## src/assert_macros.svh

```systemverilog
// ----------------------------------------------------------------------------
// assert_macros.svh
// concurrent assertion helpers used by the top-level rtl file
// ----------------------------------------------------------------------------
`ifndef ASSERT_MACROS_SVH
`define ASSERT_MACROS_SVH

// checked on every rising edge while out of reset
`define ASSERT_RST(label, clk, rst_n, prop, msg) \
    label: assert property (@(posedge clk) disable iff (!rst_n) prop) else $error(msg);

// checked on every rising edge, reset included
`define ASSERT_ALWAYS(label, clk, prop, msg) \
    label: assert property (@(posedge clk) prop) else $error(msg);

`endif

```

## src/i2p_pkg.sv

```systemverilog
// ----------------------------------------------------------------------------
// i2p_pkg
// shared types, character codes and classification helpers
// ----------------------------------------------------------------------------
package i2p_pkg;

    localparam logic [7:0] CH_NUL    = 8'h00;
    localparam logic [7:0] CH_PLUS   = 8'h2B;
    localparam logic [7:0] CH_MINUS  = 8'h2D;
    localparam logic [7:0] CH_STAR   = 8'h2A;
    localparam logic [7:0] CH_SLASH  = 8'h2F;
    localparam logic [7:0] CH_CARET  = 8'h5E;
    localparam logic [7:0] CH_LPAREN = 8'h28;
    localparam logic [7:0] CH_RPAREN = 8'h29;
    localparam logic [7:0] CH_SPACE  = 8'h20;
    localparam logic [7:0] CH_UA     = 8'h41;
    localparam logic [7:0] CH_UZ     = 8'h5A;
    localparam logic [7:0] CH_LA     = 8'h61;
    localparam logic [7:0] CH_LZ     = 8'h7A;
    localparam logic [7:0] CH_D0     = 8'h30;
    localparam logic [7:0] CH_D9     = 8'h39;

    // result status codes
    localparam logic [1:0] ST_CHAR      = 2'd0;
    localparam logic [1:0] ST_OVERFLOW  = 2'd1;
    localparam logic [1:0] ST_UNMATCHED = 2'd2;

    // item classes
    localparam logic [1:0] CLS_OPERAND = 2'd0;
    localparam logic [1:0] CLS_OPEN    = 2'd1;
    localparam logic [1:0] CLS_CLOSE   = 2'd2;
    localparam logic [1:0] CLS_OPER    = 2'd3;

    // command queue depth
    localparam int CMDQ_DEPTH = 2;

    typedef struct packed {
        logic [7:0] ch;
        logic [1:0] cls;
        logic [1:0] prec;
        logic       lead;     // close an operand run first
        logic       trail;    // close an operand run at the end
        logic       last_in;  // final item of the expression
    } cmd_t;

    function automatic logic is_operand(input logic [7:0] c);
        return (c >= CH_UA && c <= CH_UZ) || (c >= CH_LA && c <= CH_LZ) ||
               (c >= CH_D0 && c <= CH_D9);
    endfunction

    function automatic logic [1:0] prec_of(input logic [7:0] c);
        logic [1:0] p;
        p = 2'd0;
        if (c == CH_CARET)
            p = 2'd3;
        else if (c == CH_STAR || c == CH_SLASH)
            p = 2'd2;
        else if (c == CH_PLUS || c == CH_MINUS)
            p = 2'd1;
        return p;
    endfunction

endpackage

```

## src/i2p_front.sv

```systemverilog
// ----------------------------------------------------------------------------
// i2p_front
// accepts input items, tracks operand runs and classifies each character
// ----------------------------------------------------------------------------
module i2p_front
    import i2p_pkg::*;
(
    input  logic       clk,
    input  logic       rst_n,
    input  logic       push,
    input  logic [7:0] in_char,
    input  logic       end_of_expr,
    output logic       full,
    input  logic       q_full,
    output logic       q_wr,
    output cmd_t       q_cmd
);

    logic run_reg;
    logic run_next;
    logic opnd;

    assign opnd = is_operand(in_char);
    assign full = q_full;
    assign q_wr = push && !q_full;

    always_comb
    begin
        q_cmd.ch      = in_char;
        q_cmd.prec    = prec_of(in_char);
        q_cmd.lead    = !opnd && run_reg;
        q_cmd.trail   = end_of_expr && opnd;
        q_cmd.last_in = end_of_expr;
        if (opnd)
            q_cmd.cls = CLS_OPERAND;
        else if (in_char == CH_LPAREN)
            q_cmd.cls = CLS_OPEN;
        else if (in_char == CH_RPAREN)
            q_cmd.cls = CLS_CLOSE;
        else
            q_cmd.cls = CLS_OPER;
    end

    // run stays open only across operand characters inside an expression
    assign run_next = q_wr ? (opnd && !end_of_expr) : run_reg;

    always_ff @(posedge clk or negedge rst_n)
    begin
        if (!rst_n)
            run_reg <= 1'b0;
        else
            run_reg <= run_next;
    end

endmodule

```

## src/i2p_cmd_queue.sv

```systemverilog
// ----------------------------------------------------------------------------
// i2p_cmd_queue
// short command queue between the front and the back
// ----------------------------------------------------------------------------
module i2p_cmd_queue
    import i2p_pkg::*;
(
    input  logic clk,
    input  logic rst_n,
    input  logic wr,
    input  cmd_t wr_cmd,
    output logic q_full,
    input  logic rd,
    output logic q_empty,
    output cmd_t rd_cmd
);

    localparam int PW = (CMDQ_DEPTH > 1) ? $clog2(CMDQ_DEPTH) : 1;
    localparam int CW = $clog2(CMDQ_DEPTH + 1);
    localparam logic [PW-1:0] LAST = PW'(CMDQ_DEPTH - 1);

    cmd_t          mem_reg [CMDQ_DEPTH];
    logic [PW-1:0] wp_reg;
    logic [PW-1:0] rp_reg;
    logic [CW-1:0] cnt_reg;
    logic          do_wr;
    logic          do_rd;

    assign q_full  = (cnt_reg == CW'(CMDQ_DEPTH));
    assign q_empty = (cnt_reg == '0);
    assign do_wr   = wr && !q_full;
    assign do_rd   = rd && !q_empty;
    assign rd_cmd  = mem_reg[rp_reg];

    always_ff @(posedge clk or negedge rst_n)
    begin
        if (!rst_n)
        begin
            wp_reg  <= '0;
            rp_reg  <= '0;
            cnt_reg <= '0;
        end
        else
        begin
            if (do_wr)
                wp_reg <= (wp_reg == LAST) ? '0 : wp_reg + PW'(1);
            if (do_rd)
                rp_reg <= (rp_reg == LAST) ? '0 : rp_reg + PW'(1);
            if (do_wr && !do_rd)
                cnt_reg <= cnt_reg + CW'(1);
            else if (do_rd && !do_wr)
                cnt_reg <= cnt_reg - CW'(1);
        end
    end

    always_ff @(posedge clk)
    begin
        if (do_wr)
            mem_reg[wp_reg] <= wr_cmd;
    end

endmodule

```

## src/i2p_back.sv

```systemverilog
// ----------------------------------------------------------------------------
// i2p_back
// operator stack sequencer, one command at a time, with hold and output stage
// ----------------------------------------------------------------------------
module i2p_back
    import i2p_pkg::*;
#(
    parameter int STACK_DEPTH = 16
)
(
    input  logic       clk,
    input  logic       rst_n,
    input  logic       q_empty,
    input  cmd_t       q_cmd,
    output logic       q_rd,
    input  logic       pop,
    output logic       empty,
    output logic [7:0] out_char,
    output logic [1:0] status,
    output logic       run_last,
    output logic       expr_done
);

    localparam int IDXW = (STACK_DEPTH > 1) ? $clog2(STACK_DEPTH) : 1;
    localparam int CW   = $clog2(STACK_DEPTH + 1);

    localparam logic [2:0] B_IDLE  = 3'd0;
    localparam logic [2:0] B_LEAD  = 3'd1;
    localparam logic [2:0] B_MAIN  = 3'd2;
    localparam logic [2:0] B_SPACE = 3'd3;
    localparam logic [2:0] B_TAIL  = 3'd4;
    localparam logic [2:0] B_FLUSH = 3'd5;
    localparam logic [2:0] B_FIN   = 3'd6;

    logic [7:0]      stk_reg [STACK_DEPTH];
    logic [CW-1:0]   cnt_reg;
    logic [2:0]      state_reg;
    logic [2:0]      state_next;
    logic            spc_flush_reg;
    logic            spc_flush_next;
    cmd_t            cmd_reg;

    logic            hold_valid_reg;
    logic            hold_valid_next;
    logic [7:0]      hold_char_reg;
    logic [1:0]      hold_status_reg;
    logic            out_valid_reg;
    logic            out_valid_next;
    logic [7:0]      out_char_reg;
    logic [1:0]      out_status_reg;
    logic            out_last_reg;
    logic            out_done_reg;

    logic [IDXW-1:0] top_idx;
    logic [7:0]      top_char;
    logic            stk_full;
    logic            stk_any;
    logic            can_pop_op;
    logic [2:0]      after_main;
    logic [2:0]      first_state;

    logic            gen;
    logic [7:0]      gen_char;
    logic [1:0]      gen_status;
    logic            do_push;
    logic            do_pop;
    logic            load_cmd;
    logic            fin_out;
    logic            out_pop;
    logic            out_free;
    logic            adv;
    logic            out_load;
    logic            hold_load;

    assign top_idx    = IDXW'(cnt_reg - CW'(1));
    assign top_char   = stk_reg[top_idx];
    assign stk_full   = (cnt_reg == CW'(STACK_DEPTH));
    assign stk_any    = (cnt_reg != '0);
    assign can_pop_op = stk_any && (top_char != CH_LPAREN) &&
                        (prec_of(top_char) >= cmd_reg.prec);
    assign after_main = cmd_reg.last_in ? B_TAIL : B_FIN;
    assign first_state = q_cmd.lead ? B_LEAD : B_MAIN;

    always_comb
    begin
        gen            = 1'b0;
        gen_char       = CH_SPACE;
        gen_status     = ST_CHAR;
        do_push        = 1'b0;
        do_pop         = 1'b0;
        load_cmd       = 1'b0;
        fin_out        = 1'b0;
        spc_flush_next = spc_flush_reg;
        state_next     = state_reg;
        unique case (state_reg)
            B_IDLE:
            begin
                if (!q_empty)
                begin
                    load_cmd   = 1'b1;
                    state_next = first_state;
                end
            end
            B_LEAD:
            begin
                gen        = 1'b1;
                state_next = B_MAIN;
            end
            B_MAIN:
            begin
                unique case (cmd_reg.cls)
                    CLS_OPERAND:
                    begin
                        gen        = 1'b1;
                        gen_char   = cmd_reg.ch;
                        state_next = after_main;
                    end
                    CLS_OPEN:
                    begin
                        if (stk_full)
                        begin
                            gen        = 1'b1;
                            gen_char   = CH_NUL;
                            gen_status = ST_OVERFLOW;
                        end
                        else
                            do_push = 1'b1;
                        state_next = after_main;
                    end
                    CLS_CLOSE:
                    begin
                        if (stk_any && top_char != CH_LPAREN)
                        begin
                            gen            = 1'b1;
                            gen_char       = top_char;
                            do_pop         = 1'b1;
                            spc_flush_next = 1'b0;
                            state_next     = B_SPACE;
                        end
                        else if (stk_any)
                        begin
                            // matching open parenthesis leaves silently
                            do_pop     = 1'b1;
                            state_next = after_main;
                        end
                        else
                        begin
                            gen        = 1'b1;
                            gen_char   = CH_NUL;
                            gen_status = ST_UNMATCHED;
                            state_next = after_main;
                        end
                    end
                    CLS_OPER:
                    begin
                        if (can_pop_op)
                        begin
                            gen            = 1'b1;
                            gen_char       = top_char;
                            do_pop         = 1'b1;
                            spc_flush_next = 1'b0;
                            state_next     = B_SPACE;
                        end
                        else
                        begin
                            if (stk_full)
                            begin
                                gen        = 1'b1;
                                gen_char   = CH_NUL;
                                gen_status = ST_OVERFLOW;
                            end
                            else
                                do_push = 1'b1;
                            state_next = after_main;
                        end
                    end
                endcase
            end
            B_SPACE:
            begin
                gen        = 1'b1;
                state_next = spc_flush_reg ? B_FLUSH : B_MAIN;
            end
            B_TAIL:
            begin
                gen        = cmd_reg.trail;
                state_next = B_FLUSH;
            end
            B_FLUSH:
            begin
                if (stk_any)
                begin
                    gen            = 1'b1;
                    gen_char       = top_char;
                    do_pop         = 1'b1;
                    spc_flush_next = 1'b1;
                    state_next     = B_SPACE;
                end
                else
                    state_next = B_FIN;
            end
            B_FIN:
            begin
                // an expression end with nothing held still shows one space
                fin_out = hold_valid_reg || cmd_reg.last_in;
                if (!q_empty)
                begin
                    load_cmd   = 1'b1;
                    state_next = first_state;
                end
                else
                    state_next = B_IDLE;
            end
            default:
            begin
                state_next = B_IDLE;
            end
        endcase
    end

    assign out_pop  = pop && out_valid_reg;
    assign out_free = !out_valid_reg || out_pop;

    always_comb
    begin
        if (gen)
            adv = !hold_valid_reg || out_free;
        else if (fin_out)
            adv = out_free;
        else
            adv = 1'b1;
    end

    assign q_rd      = load_cmd && adv;
    assign hold_load = adv && gen;
    assign out_load  = adv && ((gen && hold_valid_reg) || fin_out);

    assign hold_valid_next = hold_load ? 1'b1 : (out_load ? 1'b0 : hold_valid_reg);
    assign out_valid_next  = out_load ? 1'b1 : (out_pop ? 1'b0 : out_valid_reg);

    always_ff @(posedge clk or negedge rst_n)
    begin
        if (!rst_n)
        begin
            state_reg      <= B_IDLE;
            spc_flush_reg  <= 1'b0;
            cnt_reg        <= '0;
            hold_valid_reg <= 1'b0;
            out_valid_reg  <= 1'b0;
        end
        else
        begin
            if (adv)
            begin
                state_reg     <= state_next;
                spc_flush_reg <= spc_flush_next;
                if (do_push)
                    cnt_reg <= cnt_reg + CW'(1);
                else if (do_pop)
                    cnt_reg <= cnt_reg - CW'(1);
            end
            hold_valid_reg <= hold_valid_next;
            out_valid_reg  <= out_valid_next;
        end
    end

    always_ff @(posedge clk)
    begin
        if (q_rd)
            cmd_reg <= q_cmd;
        if (adv && do_push)
            stk_reg[cnt_reg[IDXW-1:0]] <= cmd_reg.ch;
        if (hold_load)
        begin
            hold_char_reg   <= gen_char;
            hold_status_reg <= gen_status;
        end
        if (out_load)
        begin
            out_char_reg   <= hold_valid_reg ? hold_char_reg : CH_SPACE;
            out_status_reg <= hold_valid_reg ? hold_status_reg : ST_CHAR;
            out_last_reg   <= fin_out;
            out_done_reg   <= fin_out && cmd_reg.last_in;
        end
    end

    assign empty     = !out_valid_reg;
    assign out_char  = out_char_reg;
    assign status    = out_status_reg;
    assign run_last  = out_last_reg;
    assign expr_done = out_done_reg;

endmodule

```

## src/infix_to_postfix_converter.sv

```systemverilog
// ----------------------------------------------------------------------------
// infix_to_postfix_converter
// shunting-yard conversion of an infix character stream to postfix
// ----------------------------------------------------------------------------
//
//  channel  | handshake        | payload
//  ---------+------------------+------------------------------------------
//  input    | push / full      | in_char[7:0], end_of_expr
//  result   | pop / empty      | out_char[7:0], status[1:0], run_last,
//           |                  | expr_done
//
//  the back sequencer takes an operand or a plain push through its main and
//  finish states (idle first when it starts from idle); a lead state adds the
//  space that closes an operand run, each popped operator a space state, an
//  expression end the tail and flush states and a space per flushed entry;
//  it emits at most one result per cycle while no stalled result holds it
//  the front keeps taking items while the command queue has room
//  rst_n clears the operand run, the stack count, the queue and all valid
//  flags; stack contents are not cleared
//  a stalled result holds the back once its hold stage is also full, or when
//  an expression end with nothing held must show its lone space
//
`include "assert_macros.svh"

module infix_to_postfix_converter
    import i2p_pkg::*;
#(
    parameter int STACK_DEPTH = 16
)
(
    input  logic       clk,
    input  logic       rst_n,
    // input items
    input  logic       push,
    output logic       full,
    input  logic [7:0] in_char,
    input  logic       end_of_expr,
    // result items
    output logic       empty,
    input  logic       pop,
    output logic [7:0] out_char,
    output logic [1:0] status,
    output logic       run_last,
    output logic       expr_done
);

    // front to queue
    logic q_wr;
    cmd_t q_wcmd;
    logic q_full;
    // queue to back
    logic q_rd;
    logic q_empty;
    cmd_t q_rcmd;

    // classification and operand run tracking
    i2p_front u_front
    (
        .clk         (clk),
        .rst_n       (rst_n),
        .push        (push),
        .in_char     (in_char),
        .end_of_expr (end_of_expr),
        .full        (full),
        .q_full      (q_full),
        .q_wr        (q_wr),
        .q_cmd       (q_wcmd)
    );

    // decouples input acceptance from the stack work
    i2p_cmd_queue u_queue
    (
        .clk     (clk),
        .rst_n   (rst_n),
        .wr      (q_wr),
        .wr_cmd  (q_wcmd),
        .q_full  (q_full),
        .rd      (q_rd),
        .q_empty (q_empty),
        .rd_cmd  (q_rcmd)
    );

    // operator stack, result sequencing and output stage
    i2p_back #(
        .STACK_DEPTH (STACK_DEPTH)
    ) u_back
    (
        .clk       (clk),
        .rst_n     (rst_n),
        .q_empty   (q_empty),
        .q_cmd     (q_rcmd),
        .q_rd      (q_rd),
        .pop       (pop),
        .empty     (empty),
        .out_char  (out_char),
        .status    (status),
        .run_last  (run_last),
        .expr_done (expr_done)
    );

    // the end of an expression is always the last result of its item
    `ASSERT_RST(a_done_is_last, clk, rst_n, (!empty && expr_done) |-> run_last,
                "expr_done without run_last")
    // error results carry no character
    `ASSERT_RST(a_err_no_char, clk, rst_n,
                (!empty && status != ST_CHAR) |-> (out_char == CH_NUL),
                "error result with character")
    // only the three defined status codes appear
    `ASSERT_RST(a_status_code, clk, rst_n, !empty |-> (status != 2'd3),
                "undefined status code")
    // input back pressure only comes from pending commands
    `ASSERT_ALWAYS(a_full_busy, clk, full |-> !q_empty, "full with empty command queue")

endmodule
```

## config.mk

```make
export PLATFORM = sky130hd
export DESIGN_NAME = infix_to_postfix_converter
export DESIGN_NICKNAME = d
export VERILOG_FILES = /design/src/i2p_pkg.sv /design/src/i2p_front.sv /design/src/i2p_cmd_queue.sv /design/src/i2p_back.sv /design/src/infix_to_postfix_converter.sv
export VERILOG_INCLUDE_DIRS = /design/src /design/src/src
export SDC_FILE = /design/constraint.sdc
export NUM_CORES = 1
export LEC_CHECK = 0
export BUFFER_PORTS_ARGS = -buffer_cell sky130_fd_sc_hd__buf_2
export CORE_MARGIN = 1
export CORE_UTILIZATION = 25
export CTS_CLUSTER_SIZE = 28
export DETAILED_ROUTE_END_ITERATION = 12
export GPL_TIMING_DRIVEN = 0
export PLACE_DENSITY_LB_ADDON = 0.05
export SLEW_MARGIN = 20
export SYNTH_ARGS = -nofsm -noshare
export SYNTH_HDL_FRONTEND = slang
export SYNTH_SLANG_ARGS = --single-unit
```

## constraint.sdc

```tcl
create_clock -name clk -period 5 [get_ports clk]
set_clock_uncertainty 0.1 [all_clocks]
set_input_delay 0.5 -clock clk [delete_from_list [all_inputs] [get_ports clk]]
set_output_delay 0.5 -clock clk [all_outputs]
set_load 0.01 [all_outputs]
```

-- Word-level counts from Yosys, hierarchy flattened
Memory sizes are Yosys's and may differ from the RTL's.
Cells that the tools add are included.
- flip-flop bits (word level): 52
- bits in writable memories: 158
- output and inout port bits: 14
- memories: 2
- add/sub/neg operators: 6
- $lt $le $gt $ge: 7
- equality and inequality tests: 29
- multiplexer cells: 70
- reduce and logical (&&, ||, !) cells: 53
- memory list (name ; depth ; bits a word ; read ports ; clocked after Yosys merged registers in ; write ports ; line ; source):
    u_back.stk_reg ; 16 ; 8 ; 1 ; 0 ; 1 ; i2p_back.sv:35 ; logic [7:0] stk_reg [STACK_DEPTH];
    u_queue.mem_reg ; 2 ; 15 ; 1 ; 0 ; 1 ; i2p_cmd_queue.sv:22 ; cmd_t mem_reg [CMDQ_DEPTH];
- operator list (operator ; number):
    == test 8 x 6 -> 1 bit (second input constant) ; 10
    2-to-1 mux 1 bit ; 33
    case mux 8 bit (4 select lines) ; 1
    2-to-1 mux 2 bit ; 12
    2-to-1 mux 8 bit ; 3
    case mux 3 bit (7 select lines) ; 1
    logical AND 1 bit ; 20
    2-to-1 mux 3 bit ; 6
    == test 8 x 7 -> 1 bit (second input constant) ; 2
    greater-or-equal comparator 8 x 7 -> 1 bit (second input constant) ; 2
    <= comparator 8 x 7 -> 1 bit (second input constant) ; 2
    case mux 8 bit (2 select lines) ; 1
    2-to-1 mux 6 bit ; 2
    logical OR 1 bit ; 10
    2-to-1 mux 5 bit ; 2
    case mux 1 bit (2 select lines) ; 5
    nonzero test 2 bit ; 5
    == test 3 bit (second input constant) ; 3
    != test 3 x 2 -> 1 bit (second input constant) ; 3
    case mux 3 bit (3 select lines) ; 1
    greater-or-equal comparator 8 x 6 -> 1 bit (second input constant) ; 1
    <= comparator 8 x 6 -> 1 bit (second input constant) ; 1
    logical NOT 1 bit ; 8
    != test 8 x 6 -> 1 bit (second input constant) ; 1
    21 further kinds ; 30

-- Logic depth before layout (Yosys ltp)
Gate-level depths: netlist of run 1.
An unclocked memory read counts as a cell.
- depth in word-level cells: 18
- depth in mapped cells: 26

-- Cells and area by module
A second synthesis of run 1 with hierarchy kept.
- cells, all modules: 576
- area, all modules: 9176.3 um^2
- modules (own cells, without submodules) (module ; times used ; cells each ; area each (um^2) ; seq. area each (um^2)):
    i2p_back ; 1 ; 469 ; 7548.5 ; 5200.0
    i2p_cmd_queue ; 1 ; 66 ; 1331.3 ; 1001.0
    i2p_front ; 1 ; 41 ; 296.5 ; 25.0

-- Worst setup path before layout of run 1
OpenSTA, ideal clock, no wires.
- path kind: register to register
- from: register u_back.cnt_reg[0]
- to: register u_back.out_done_reg, in the netlist u_back.expr_done (enable)
- arrival time: 4998 ps
- setup slack: -479 ps
- cell stages (with the launch flop): 24
- path buffers: 5
- clock period less this slack: 5479 ps
- cell sequence: dfrtp_1 buf_4 buf_6 inv_2 ha_1 buf_2 buf_2 buf_4 mux4_2 and2_1 a211oi_1 a21oi_1 inv_1 nand4_1 nor4_1 nor2_1 ha_1 nand2b_1 a21oi_1 a311oi_4 o221ai_2 nor2b_1 o21ba_2 nor2_1
- longest elaborated chain between the ends: 15
- elaborated cells between the ends (all ways): 29
- RTL lines (item ; line ; source):
    start, declared ; i2p_back.sv:36 ; logic [CW-1:0] cnt_reg;
    start signal, assigned ; i2p_back.sv:258 ; cnt_reg <= cnt_reg + CW'(1);
    start signal, assigned ; i2p_back.sv:260 ; cnt_reg <= cnt_reg - CW'(1);
    subtractor 5 x 1 -> 5 bit ; - ;
    memory (16 x 8 bit) ; - ;
    == test 8 x 6 -> 1 bit ; i2p_pkg.sv:58 ; else if (c == CH_PLUS || c == CH_MINUS)
    logical OR 1 bit ; i2p_pkg.sv:58 ;
    2-to-1 mux 1 bit ; i2p_pkg.sv:58 ;
    2-to-1 mux 2 bit ; i2p_pkg.sv:56 ; else if (c == CH_STAR || c == CH_SLASH)
    2-to-1 mux 2 bit ; i2p_pkg.sv:54 ; if (c == CH_CARET)
    greater-or-equal comparator 2 bit ; i2p_back.sv:80 ; (prec_of(top_char) >= cmd_reg.prec);
    logical AND 1 bit ; i2p_back.sv:79 ; assign can_pop_op = stk_any && (top_char != CH_LPAREN) &&
    2-to-1 mux 1 bit ; i2p_back.sv:156 ; if (can_pop_op)
    case mux 1 bit (4 select lines) ; i2p_back.sv:111 ; unique case (cmd_reg.cls)
    case mux 1 bit (4 select lines) (*) ; i2p_back.sv:95 ; unique case (state_reg)
    logical AND 1 bit ; i2p_back.sv:236 ; assign out_load = adv && ((gen && hold_valid_reg) || fin_out);
    logical OR 1 bit ; i2p_back.sv:236 ;
    logical AND 1 bit (*) ; i2p_back.sv:236 ;
    net u_back.out_load ; i2p_back.sv:72 ; logic out_load;
    end signal, assigned ; i2p_back.sv:283 ; out_done_reg <= fin_out && cmd_reg.last_in;
    end, declared ; i2p_back.sv:52 ; logic out_done_reg;
The timed path passes the listed nets; every way through them passes the cells marked *.
A chain may end at the register's enable or synchronous reset.

-- Final worst setup path of run 1
- from: register u_back.cnt_reg[0]
- to: register u_back.cmd_reg[6] in the netlist's numbering (enable)
- longest elaborated chain between the ends: 14
- elaborated cells between the ends (all ways): 27
- RTL lines (item ; line ; source):
    subtractor 5 x 1 -> 5 bit ; - ;
    memory (16 x 8 bit) ; - ;
    == test 8 x 6 -> 1 bit ; i2p_pkg.sv:58 ;
    logical OR 1 bit ; i2p_pkg.sv:58 ;
    2-to-1 mux 1 bit ; i2p_pkg.sv:58 ;
    2-to-1 mux 2 bit ; i2p_pkg.sv:56 ;
    2-to-1 mux 2 bit ; i2p_pkg.sv:54 ;
    greater-or-equal comparator 2 bit ; i2p_back.sv:80 ;
    logical AND 1 bit ; i2p_back.sv:79 ;
    2-to-1 mux 1 bit ; i2p_back.sv:156 ;
    case mux 1 bit (4 select lines) ; i2p_back.sv:111 ;
    case mux 1 bit (4 select lines) (*) ; i2p_back.sv:95 ;
    2-to-1 mux 1 bit (*) ; i2p_back.sv:226 ; if (gen)
    logical AND 1 bit (*) ; i2p_back.sv:234 ; assign q_rd = load_cmd && adv;
    net q_rd ; infix_to_postfix_converter.sv:52 ; logic q_rd;
    end signal, assigned ; i2p_back.sv:270 ; cmd_reg <= q_cmd;
    end, declared ; i2p_back.sv:41 ; cmd_t cmd_reg;
Marked as above.

==> run summary, run 1 <==
I/O Pins = 27
mux cell area share after synthesis = 0.1257
# clock sinks = 210
Slew @ Worst Pin = 0.8197 ns
Logic pwr share = 0.462
path type of the worst setup path = reg -> reg
min Tclk post-route = 4.946 ns
register bit count reported by yosys = 210
Initial Utilization = 0.2543
Peak supply drop = 0.0002789 V
initial antenna violation count = 0
Post-Synth XOR/XNOR Area = 0.01614
main combinational cell family by area after synthesis = multiplexers
period utilization = 0.9893
Inserted Diodes = 0
Max Freq = 202.2 MHz
Final Hold Viols = 0
DRT iter0 DRCs = 238
Yosys Warn Count = 0
Clock power frac = 0.214
part of the power in registers = 0.323
Detailed Route WL = 23.97 mm
Power Dens Cells = 752.8 mW/mm²
vias per inst = 4.510
Post-synth ARST share = 0.07619
metal2 WL = 10.98 mm
Worst EP required = 5.19 ns
Worst-path clk slew = 0.05 ns
GR Util All Layers = 0.1319
# DRC = 3
Synth Cell Area = 0.009067 mm²
status = complete, but fails checks
slew margin rel. = 0.4530
Most used DFF post-synth = edfxtp_1
most common cell after layout, fill and taps aside = edfxtp_1
ANT nets after route = 0
Core Region = 0.03566 mm²
CTS Buf Count = 26
per-cell routed wire length = 20.92 µm
most frequent cells in the layout = 194 x edfxtp_1, 46 x mux2i_1, 32 x buf_4, 27 x buf_2, 27 x clkbuf_16
HP Class = in -> reg
worst-skew pair later-pin latency = 0.53 ns
die height = 192.4 µm
largest net degree at the start of global routing = 18
switch share = 0.3743
H-tree levels = 1
post-DP HPWL = 15.28 mm
Max clock buf depth = 3
CTS tree = yes
Die X = 192.4 µm
Filler cells = 3428
Port Buf Inserts = 26
failing checks = DRC
P_sw = 3.311 mW
Leak = 4.102 nW
Die ar. = 0.03704 mm²
startpoint class of the critical path = register
max reg flops = 128
first-pass GRT wire length = 35.25 mm
Vias = 5168
Root Driver = clkbuf_16
Site Rows = 69
final net count = 686
RSZ-0062 raised after global routing = true
Post-Syn Instances = 563
syn avg cell area = 16.11 µm²
Net Count, Synth = 584
Synth cell types = 71
share of layout cells above drive strength 1 = 0.3328
Met1 Wirelength = 11.58 mm
max-cap viol count = 0
P&R area growth vs syn = 29.58%
Final Core Density = 0.3295
Final Max Tran Viols = 0
critical path capture point type = register
routed wl met3 = 670 µm
Pint = 5.535 mW
Final Setup Violations = 0
Worst Path Arrival = 5.14 ns
placer congestion estimate = 0.7646
simple logic cell fraction of the synthesized area = 0.08238
post-synthesis adder-cell area fraction = 0.01104
Post-synth EDFFs = 194
total power draw = 8.846 mW
sequential area share after synthesis = 0.6866
post-synthesis compound-gate area fraction = 0.06016
grt ovf = 0
top layer in use = met4
vias in the first global route = 5469
CP Max Fanout = 6
DR pass1 iterations = 8
## cell families after synthesis
family | count (synthesis)
AOI/OAI and AO/OA | 68
xor gates and xnor gates | 15
adders and majority gates | 8
buffers and inverters | 32
DFF | 210
muxes | 86
and+or+nand+nor | 144
## per-stage QoR
stage / hold WS [ns] / setup TNS (ns) / cell area, µm² / setup slack, ns / instances
after detailed placement: 0.3789 / -188.12 / 9857 / -1.366 / 1051
after global placement: 0.3712 / -209.07 / 9834 / -1.502 / 1050
final: 0.08748 / 0 / 11750 / 0.05352 / 1146
after global routing: 0.07718 / -1.822 / 11750 / -0.1147 / 1146
after CTS: 0.05985 / 0 / 11460 / 0.001125 / 1139
after floorplan: 0.1044 / 0 / 9128 / 0.03184 / 563
## power groups by stage
| stage | combinational (mW) | sequential (mW) | clock [mW] |
|---|---|---|---|
| 6_report | 4.09 | 2.86 | 1.90 |
| 3_3_place_gp | 3.08 | 2.87 | 0 |
| 4_1_cts | 3.80 | 2.86 | 1.95 |
| 3_5_place_dp | 3.09 | 2.89 | 0 |
| 5_1_grt | 4.39 | 2.91 | 2.01 |
| 2_1_floorplan | 2.17 | 2.75 | 0 |
## worst paths after layout
check	start	endpoint	slack (ns)	depth (start not counted)
setup / recovery	u_back.cnt_reg[0]	u_back.cmd_reg[6]	0.05	21
hold / removal	end_of_expr	u_queue.mem_reg[0][0]	0.09	1
setup reg to reg	u_back.cnt_reg[0]	u_back.cmd_reg[6]	0.05	21
hold reg to reg	u_back.hold_char_reg[5]	u_back.out_char[5]	0.40	1
max in group asynchronous	rst_n	u_back.cnt_reg[1]	4.07	2
min in group asynchronous	rst_n	u_back.spc_flush_reg	0.37	2
## worst max-delay path, cell delays in order, from the launching register on
cell and delay, ns:
dfrtp_2 0.44, buf_12 0.16, inv_16 0.06, ha_4 0.16
xor2_4 0.27, buf_12 0.17, buf_4 0.13, mux4_2 0.61
mux2i_4 0.22, nand2b_1 0.12, nor4_4 0.35, nor2_4 0.10
ha_4 0.26, nand2b_4 0.12, a21oi_4 0.08, a311oi_4 0.37
o221ai_2 0.18, o22a_4 0.25, nand2_4 0.08, buf_6 0.10
clkinvlp_4 0.14, clkbuf_16 0.20
## metal layers
layer | track usage | up-vias
met5 | 0 | -
met4 | 0.04300 | 0
met3 | 0.01964 | 46
met2 | 0.2086 | 96
met1 | 0.1846 | 2619
li1 | - | 2407
## synth_stat cells (6+ instances only)
| library cell | count | area (µm²) |
|---|---|---|
| edfxtp_1 | 194 | 5826 |
| mux2i_1 | 48 | 480.5 |
| nand2_1 | 32 | 120.1 |
| nor2_1 | 32 | 120.1 |
| mux4_2 | 17 | 382.9 |
| dfrtp_1 | 16 | 400.4 |
| mux2_2 | 16 | 180.2 |
| and2_1 | 14 | 87.58 |
| nand3_1 | 14 | 70.07 |
| a21oi_1 | 12 | 60.06 |
| inv_1 | 12 | 45.04 |
| nor3_1 | 11 | 55.05 |
| nand2b_1 | 9 | 56.30 |
| ha_1 | 8 | 100.1 |
| xnor2_1 | 8 | 70.07 |
| a22o_1 | 7 | 61.31 |
| clkbuf_1 | 6 | 22.52 |
| o21ai_0 | 6 | 30.03 |
## repair_timing
action                                  CTS  global route
endpoints found under the setup margin  187           175
gates cloned                              0             1
setup buffers                            39             7
hold endpoints to repair                 16             0
pin swaps                                22            13
resized for setup                        67            37
hold buffers                              1             0
## area by class of cell
class                           count  area (µm²)  share of cell area
Sequential cell                   210        6228              0.5301
Clock buffer                       30       665.6             0.05665
Tap cell                          461       576.8             0.04909
Timing Repair Buffer               75       711.9             0.06059
Buffer                             18       165.2             0.01406
Multi-Input combinational cell    321        3128              0.2662
Inverter                           13       68.82            0.005857
Clock inverter                     18       205.2             0.01746
Power figures use the tool's default switching activity.
==> inputs of run 2 (changes only) <==
Clock period 5 ns to 4.8 ns, I/O delays scaled along.
==> run summary, run 2 (synthesized netlist as in run 1, its figures left out) <==
first-pass GRT wire length = 35.76 mm (was 35.25 mm)
Core Region = 0.03566 mm² (unchanged)
max reg flops = 128 (unchanged)
dpl cell area = 0.009901 mm² (was 0.009857 mm²)
most common cell after layout, fill and taps aside = edfxtp_1 (unchanged)
post-DP HPWL = 15.37 mm (was 15.28 mm)
CTS Buf Count = 25 (was 26)
Max Freq = 198.8 MHz (was 202.2 MHz)
CTS tree = yes (unchanged)
Worst-path clk slew = 0.06 ns (was 0.05 ns)
I/O Pins = 27 (unchanged)
setup slack after layout = -0.2304 ns (was 0.05352 ns)
final net count = 701 (was 686)
Worst EP required = 4.93 ns (was 5.19 ns)
H-tree levels = 1 (unchanged)
path type of the worst setup path = reg -> reg (unchanged)
Peak supply drop = 0.0002636 V (was 0.0002789 V)
Final Setup Violations = 163 (was 0)
Leak = 4.117 nW (was 4.102 nW)
Port Buf Inserts = 26 (unchanged)
Final Max Tran Viols = 0 (unchanged)
max-cap viol count = 0 (unchanged)
per-cell routed wire length = 20.91 µm (was 20.92 µm)
DRT iter0 DRCs = 302 (was 238)
Die X = 192.4 µm (unchanged)
DR pass1 iterations = 8 (unchanged)
# DRC = 4 (was 3)
Worst Path Arrival = 5.16 ns (was 5.14 ns)
slew margin rel. = 0.4347 (was 0.4530)
RSZ-0062 raised after global routing = true (unchanged)
share of layout cells above drive strength 1 = 0.3362 (was 0.3328)
placer congestion estimate = 0.7756 (was 0.7646)
CP Max Fanout = 8 (was 6)
period utilization = 1.048 (was 0.9893)
Max clock buf depth = 3 (unchanged)
grt ovf = 0 (unchanged)
Inserted Diodes = 0 (unchanged)
ANT nets after route = 0 (unchanged)
startpoint class of the critical path = register (unchanged)
# clock sinks = 210 (unchanged)
vias in the first global route = 5414 (was 5469)
Die ar. = 0.03704 mm² (unchanged)
min Tclk post-route = 5.030 ns (was 4.946 ns)
Vias = 5235 (was 5168)
Slew @ Worst Pin = 0.8470 ns (was 0.8197 ns)
HP Class = in -> reg (unchanged)
die height = 192.4 µm (unchanged)
critical path capture point type = register (unchanged)
vias per inst = 4.513 (was 4.510)
Place WS = -1.497 ns (was -1.366 ns)
Power Dens Cells = 779.9 mW/mm² (was 752.8 mW/mm²)
Detailed Route WL = 24.25 mm (was 23.97 mm)
status = complete, but fails checks (unchanged)
Final Hold Viols = 0 (unchanged)
Site Rows = 69 (unchanged)
Initial Utilization = 0.2543 (unchanged)
failing checks = DRC, setup timing (was DRC)
most frequent cells in the layout = 194 x edfxtp_1, 45 x mux2i_1, 38 x buf_4, 28 x nand2_1, 27 x buf_2 (was 194 x edfxtp_1, 46 x mux2i_1, 32 x buf_4, 27 x buf_2, 27 x clkbuf_16)
Root Driver = clkbuf_16 (unchanged)
GR Util All Layers = 0.1344 (was 0.1319)
initial antenna violation count = 0 (unchanged)
post-route cell area = 0.01180 mm² (was 0.01175 mm²)
P&R area growth vs syn = 30.14% (was 29.58%)
largest net degree at the start of global routing = 18 (unchanged)
worst-skew pair later-pin latency = 0.52 ns (was 0.53 ns)
[run 2: cell types whose count changed in the layout (fill, tap and decap cells not counted), sizes merged]
| cell | before | now |
|---|---|---|
| clkinv | 12 | 10 |
| clkbuf | 37 | 35 |
| clkinvlp | 2 | 3 |
| buf | 85 | 102 |
[run 2: path summary, 6_finish.rpt]
check | startpoint | end | slack (ns) | depth (start not counted)
max | u_back.cnt_reg[0] | u_back.stk_reg[10][6] | -0.23 | 20
min | end_of_expr | u_queue.mem_reg[0][0] | 0.08 | 1
max reg2reg | u_back.cnt_reg[0] | u_back.stk_reg[10][6] | -0.23 | 20
min reg2reg | u_queue.cnt_reg[1] | u_queue.cnt_reg[1] | 0.40 | 1
max in group asynchronous | rst_n | u_back.cnt_reg[1] | 3.93 | 2
min in group asynchronous | rst_n | u_queue.wp_reg | 0.34 | 2
[run 2: repair_timing]
item                                    CTS  global route
buffers inserted                         51            12
hold buffers                              1             0
hold endpoints to repair                 16             0
gates cloned                              1             0
endpoints found under the setup margin  187           182
pin swaps                                30            23
gates resized for setup                  74            16
[run 2: routing by layer]
layer,vias to the layer above,GRT usage,wire (µm)
li1,2431,-,-
met4,0,0.03634,611
met5,-,0,0
met2,104,0.2140,11190
met1,2663,0.1911,11780
met3,37,0.01764,678
[run 2: layout make-up]
type                            count  area (µm²)
Fill cell                        3442       23860
Sequential cell                   210        6227
Multi-Input combinational cell    321        3058
Timing Repair Buffer               90       865.8
Clock buffer                       29       640.6
Tap cell                          461       576.8
Clock inverter                     17       186.4
Buffer                             19       176.4
Inverter                           13       68.82
[run 2: worst max-delay path: stages (launching register included)]
cell and delay (ns):
dfrtp_1 0.39, buf_6 0.14, buf_12 0.14, inv_16 0.06, ha_4 0.18, xor2_4 0.28, buf_12 0.19, buf_8 0.11
mux4_2 0.60, mux2i_4 0.22, nand2b_1 0.13, nor4_4 0.32, nor2_2 0.10, ha_1 0.30, nand2b_4 0.15, a21oi_4 0.20
a311oi_4 0.09, nor2_1 0.38, nand2_1 0.29, nor2_4 0.19, buf_12 0.16
[run 2: power by group]
group	internal (mW)	switching, mW
Clock	1.17	0.736
Sequential	2.62	0.345
Combinational	2.01	2.33
[run 2: through the flow]
step / hold slack, ns / setup TNS [ns] / std cells / total power [mW] / util
2_1_floorplan: 0.08441 / 0 / 563 / 5.170 / -
3_3_place_gp: 0.3525 / -217.93 / 1050 / 6.255 / 0.2770
3_5_place_dp: 0.3541 / -211.32 / 1051 / 6.295 / 0.2777
4_1_cts: 0.05297 / -14.78 / 1150 / 9.161 / 0.3271
5_1_grt: 0.06718 / -49.75 / 1160 / 9.701 / 0.3309
6_report: 0.08072 / -23.96 / 1160 / 9.202 / 0.3309
==> inputs of run 3 (changes only) <==
Settings changed: PLACE_DENSITY set to 0.39, PLACE_DENSITY_LB_ADDON 0.05 to not set.
==> run summary, run 3 (synthesized netlist as in run 1, its figures left out) <==
Power Dens Cells = 795.9 mW/mm² (was 779.9 mW/mm²)
Register Area = 0.006227 mm² (unchanged)
slowest CP cell = dfrtp_1 (was mux4_2)
min Tclk post-route = 4.865 ns (was 5.030 ns)
worst-skew pair later-pin latency = 0.52 ns (about the same)
max-cap viol count = 0 (unchanged)
die height = 192.4 µm (unchanged)
Leak = 4.230 nW (was 4.117 nW)
worst-path cell chain = buf_6 -> buf_12 -> inv_16 -> buf_4 -> ha_4 -> buf_12 -> buf_12 -> buf_12 -> mux2i_1 -> a311oi_2 -> nand4_1 -> buf_4 -> nand2_1 -> nor4_4 -> buf_4 -> a21o_1 -> ha_4 -> a21oi_4 -> a311oi_4 -> o221ai_2 -> nor2b_4 -> o21ba_4 -> nor2_4 -> buf_12 (was buf_6 -> buf_12 -> inv_16 -> ha_4 -> xor2_4 -> buf_12 -> buf_8 -> mux4_2 -> mux2i_4 -> nand2b_1 -> nor4_4 -> nor2_2 -> ha_1 -> nand2b_4 -> a21oi_4 -> a311oi_4 -> nor2_1 -> nand2_1 -> nor2_4 -> buf_12)
# DRC = 8 (was 4)
CTS Buf Count = 24 (was 25)
Max Freq = 205.5 MHz (was 198.8 MHz)
most frequent cells in the layout = 194 x edfxtp_1, 58 x buf_4, 44 x mux2i_1, 28 x nand2_1, 26 x buf_2 (was 194 x edfxtp_1, 45 x mux2i_1, 38 x buf_4, 28 x nand2_1, 27 x buf_2)
RSZ-0062 raised after global routing = true (unchanged)
setup TNS = -2.564 ns (was -23.96 ns)
Root Driver = clkbuf_16 (unchanged)
ANT nets after route = 0 (unchanged)
CP Max Fanout = 12 (was 8)
vias per inst = 4.519 (was 4.513)
Initial Utilization = 0.2543 (unchanged)
Worst EP required = 4.93 ns (about the same)
largest net degree at the start of global routing = 18 (unchanged)
initial antenna violation count = 0 (unchanged)
Final Max Tran Viols = 0 (unchanged)
Detailed Route WL = 23.01 mm (was 24.25 mm)
P&R area growth vs syn = 32.74% (was 30.14%)
H-tree levels = 1 (unchanged)
setup slack after layout = -0.06536 ns (was -0.2304 ns)
most common cell after layout, fill and taps aside = edfxtp_1 (unchanged)
final net count = 722 (was 701)
dpl cell area = 0.009893 mm² (was 0.009901 mm²)
Core Region = 0.03566 mm² (unchanged)
Max clock buf depth = 3 (unchanged)
Die ar. = 0.03704 mm² (unchanged)
Filler cells = 3452 (was 3442)
CP max stage delay = 0.40 ns (was 0.60 ns)
Port Buf Inserts = 26 (unchanged)
Vias = 5332 (was 5235)
cell mode on critical path = buf_12 (unchanged)
Worst-path clk slew = 0.05 ns (was 0.06 ns)
Final Hold Viols = 0 (unchanged)
placed cell count = 1051 (unchanged)
share of layout cells above drive strength 1 = 0.3579 (was 0.3362)
slew margin rel. = 0.4559 (was 0.4347)
CTS tree = yes (unchanged)
status = complete, but fails checks (unchanged)
Slew @ Worst Pin = 0.8152 ns (was 0.8470 ns)
per-cell routed wire length = 19.50 µm (was 20.91 µm)
Die X = 192.4 µm (unchanged)
DR pass1 iterations = 9 (was 8)
failing checks = DRC, setup timing (unchanged)
# clock sinks = 210 (unchanged)
Peak supply drop = 0.0002952 V (was 0.0002636 V)
Site Rows = 69 (unchanged)
path type of the worst setup path = reg -> reg (unchanged)
GR Util All Layers = 0.1265 (was 0.1344)
max reg flops = 128 (unchanged)
grt ovf = 0 (unchanged)
placer congestion estimate = 0.8019 (was 0.7756)
post-route cell area = 0.01204 mm² (was 0.01180 mm²)
Non-Filler Instances = 1180 (was 1160)
Final Setup Violations = 79 (was 163)
Worst Path Arrival = 4.99 ns (was 5.16 ns)
DRT iter0 DRCs = 346 (was 302)
startpoint class of the critical path = register (unchanged)
critical path capture point type = register (unchanged)
multi-input logic area = 0.003103 mm² (was 0.003058 mm²)
HP Class = in -> reg (unchanged)
post-DP HPWL = 14.43 mm (was 15.37 mm)
first-pass GRT wire length = 34.33 mm (was 35.76 mm)
vias in the first global route = 5468 (was 5414)
I/O Pins = 27 (unchanged)
period utilization = 1.014 (was 1.048)
-- run 3: layout make-up --
type	instances	area share
multi-input cells	321	0.2578
inverters	13	0.006029
flip-flops and latches	210	0.5174
well taps	461	0.04792
diodes	1	0.0002079
repair buffers	113	0.09158
plain buffers	18	0.01455
clock inverters	14	0.01133
clock buffers	29	0.05322
-- run 3: metrics by stage --
step / util / setup slack (ns) / power, mW / hold WS [ns]
CTS: 0.3291 / -0.07502 / 9.317 / 0.07085
detailed placement: 0.2775 / -1.311 / 6.205 / 0.3522
floorplan: - / 0.01713 / 5.170 / 0.08441
global placement: 0.2770 / -1.430 / 6.154 / 0.3435
finish: 0.3376 / -0.06536 / 9.580 / 0.08867
global route: 0.3375 / -0.2419 / 10.07 / 0.08896
-- run 3: timing repair --
action,in CTS,in global routing
gates resized for setup,66,38
setup buffers,71,17
endpoints found under the hold margin,16,0
setup endpoints to repair,187,185
cloned,1,0
pin swaps,27,27
hold buffers,1,0
-- run 3: metal layers --
layer / vias to the layer above / global-route usage / part of all wire
li1: 2482 / - / -
met1: 2672 / 0.1744 / 0.46
met2: 137 / 0.2046 / 0.47
met3: 41 / 0.02019 / 0.048
met4: 0 / 0.03574 / 0.023
met5: - / 0 / 0
-- run 3: final timing paths --
path | startpoint | slack, ns | to | cells past startpoint
max | u_back.cnt_reg[0] | -0.07 | u_back.out_char[7] | 24
min | end_of_expr | 0.09 | u_queue.mem_reg[1][0] | 1
max reg2reg | u_back.cnt_reg[0] | -0.07 | u_back.out_char[7] | 24
min reg2reg | u_front.run_reg | 0.40 | u_front.run_reg | 1
max in group asynchronous | rst_n | 3.93 | u_back.cnt_reg[1] | 2
min in group asynchronous | rst_n | 0.34 | u_back.state_reg[1] | 2
-- run 3: worst max-delay path, delay by kind of cell, from the launching register on --
family,cells,cell delay [ns]
flops,1,0.40
mux,1,0.12
simple gates,5,0.75
compound gates,6,1.35
fa+ha+maj,2,0.50
buf+inv,10,1.36
-- run 3: where the power goes --
| group | internal (mW) | leakage (nW) | switching (mW) | total, mW |
|---|---|---|---|---|
| registers | 2.62 | 1.96 | 0.340 | 2.96 |
| clock network | 1.10 | 0.373 | 0.693 | 1.79 |
| logic | 2.43 | 1.90 | 2.40 | 4.83 |
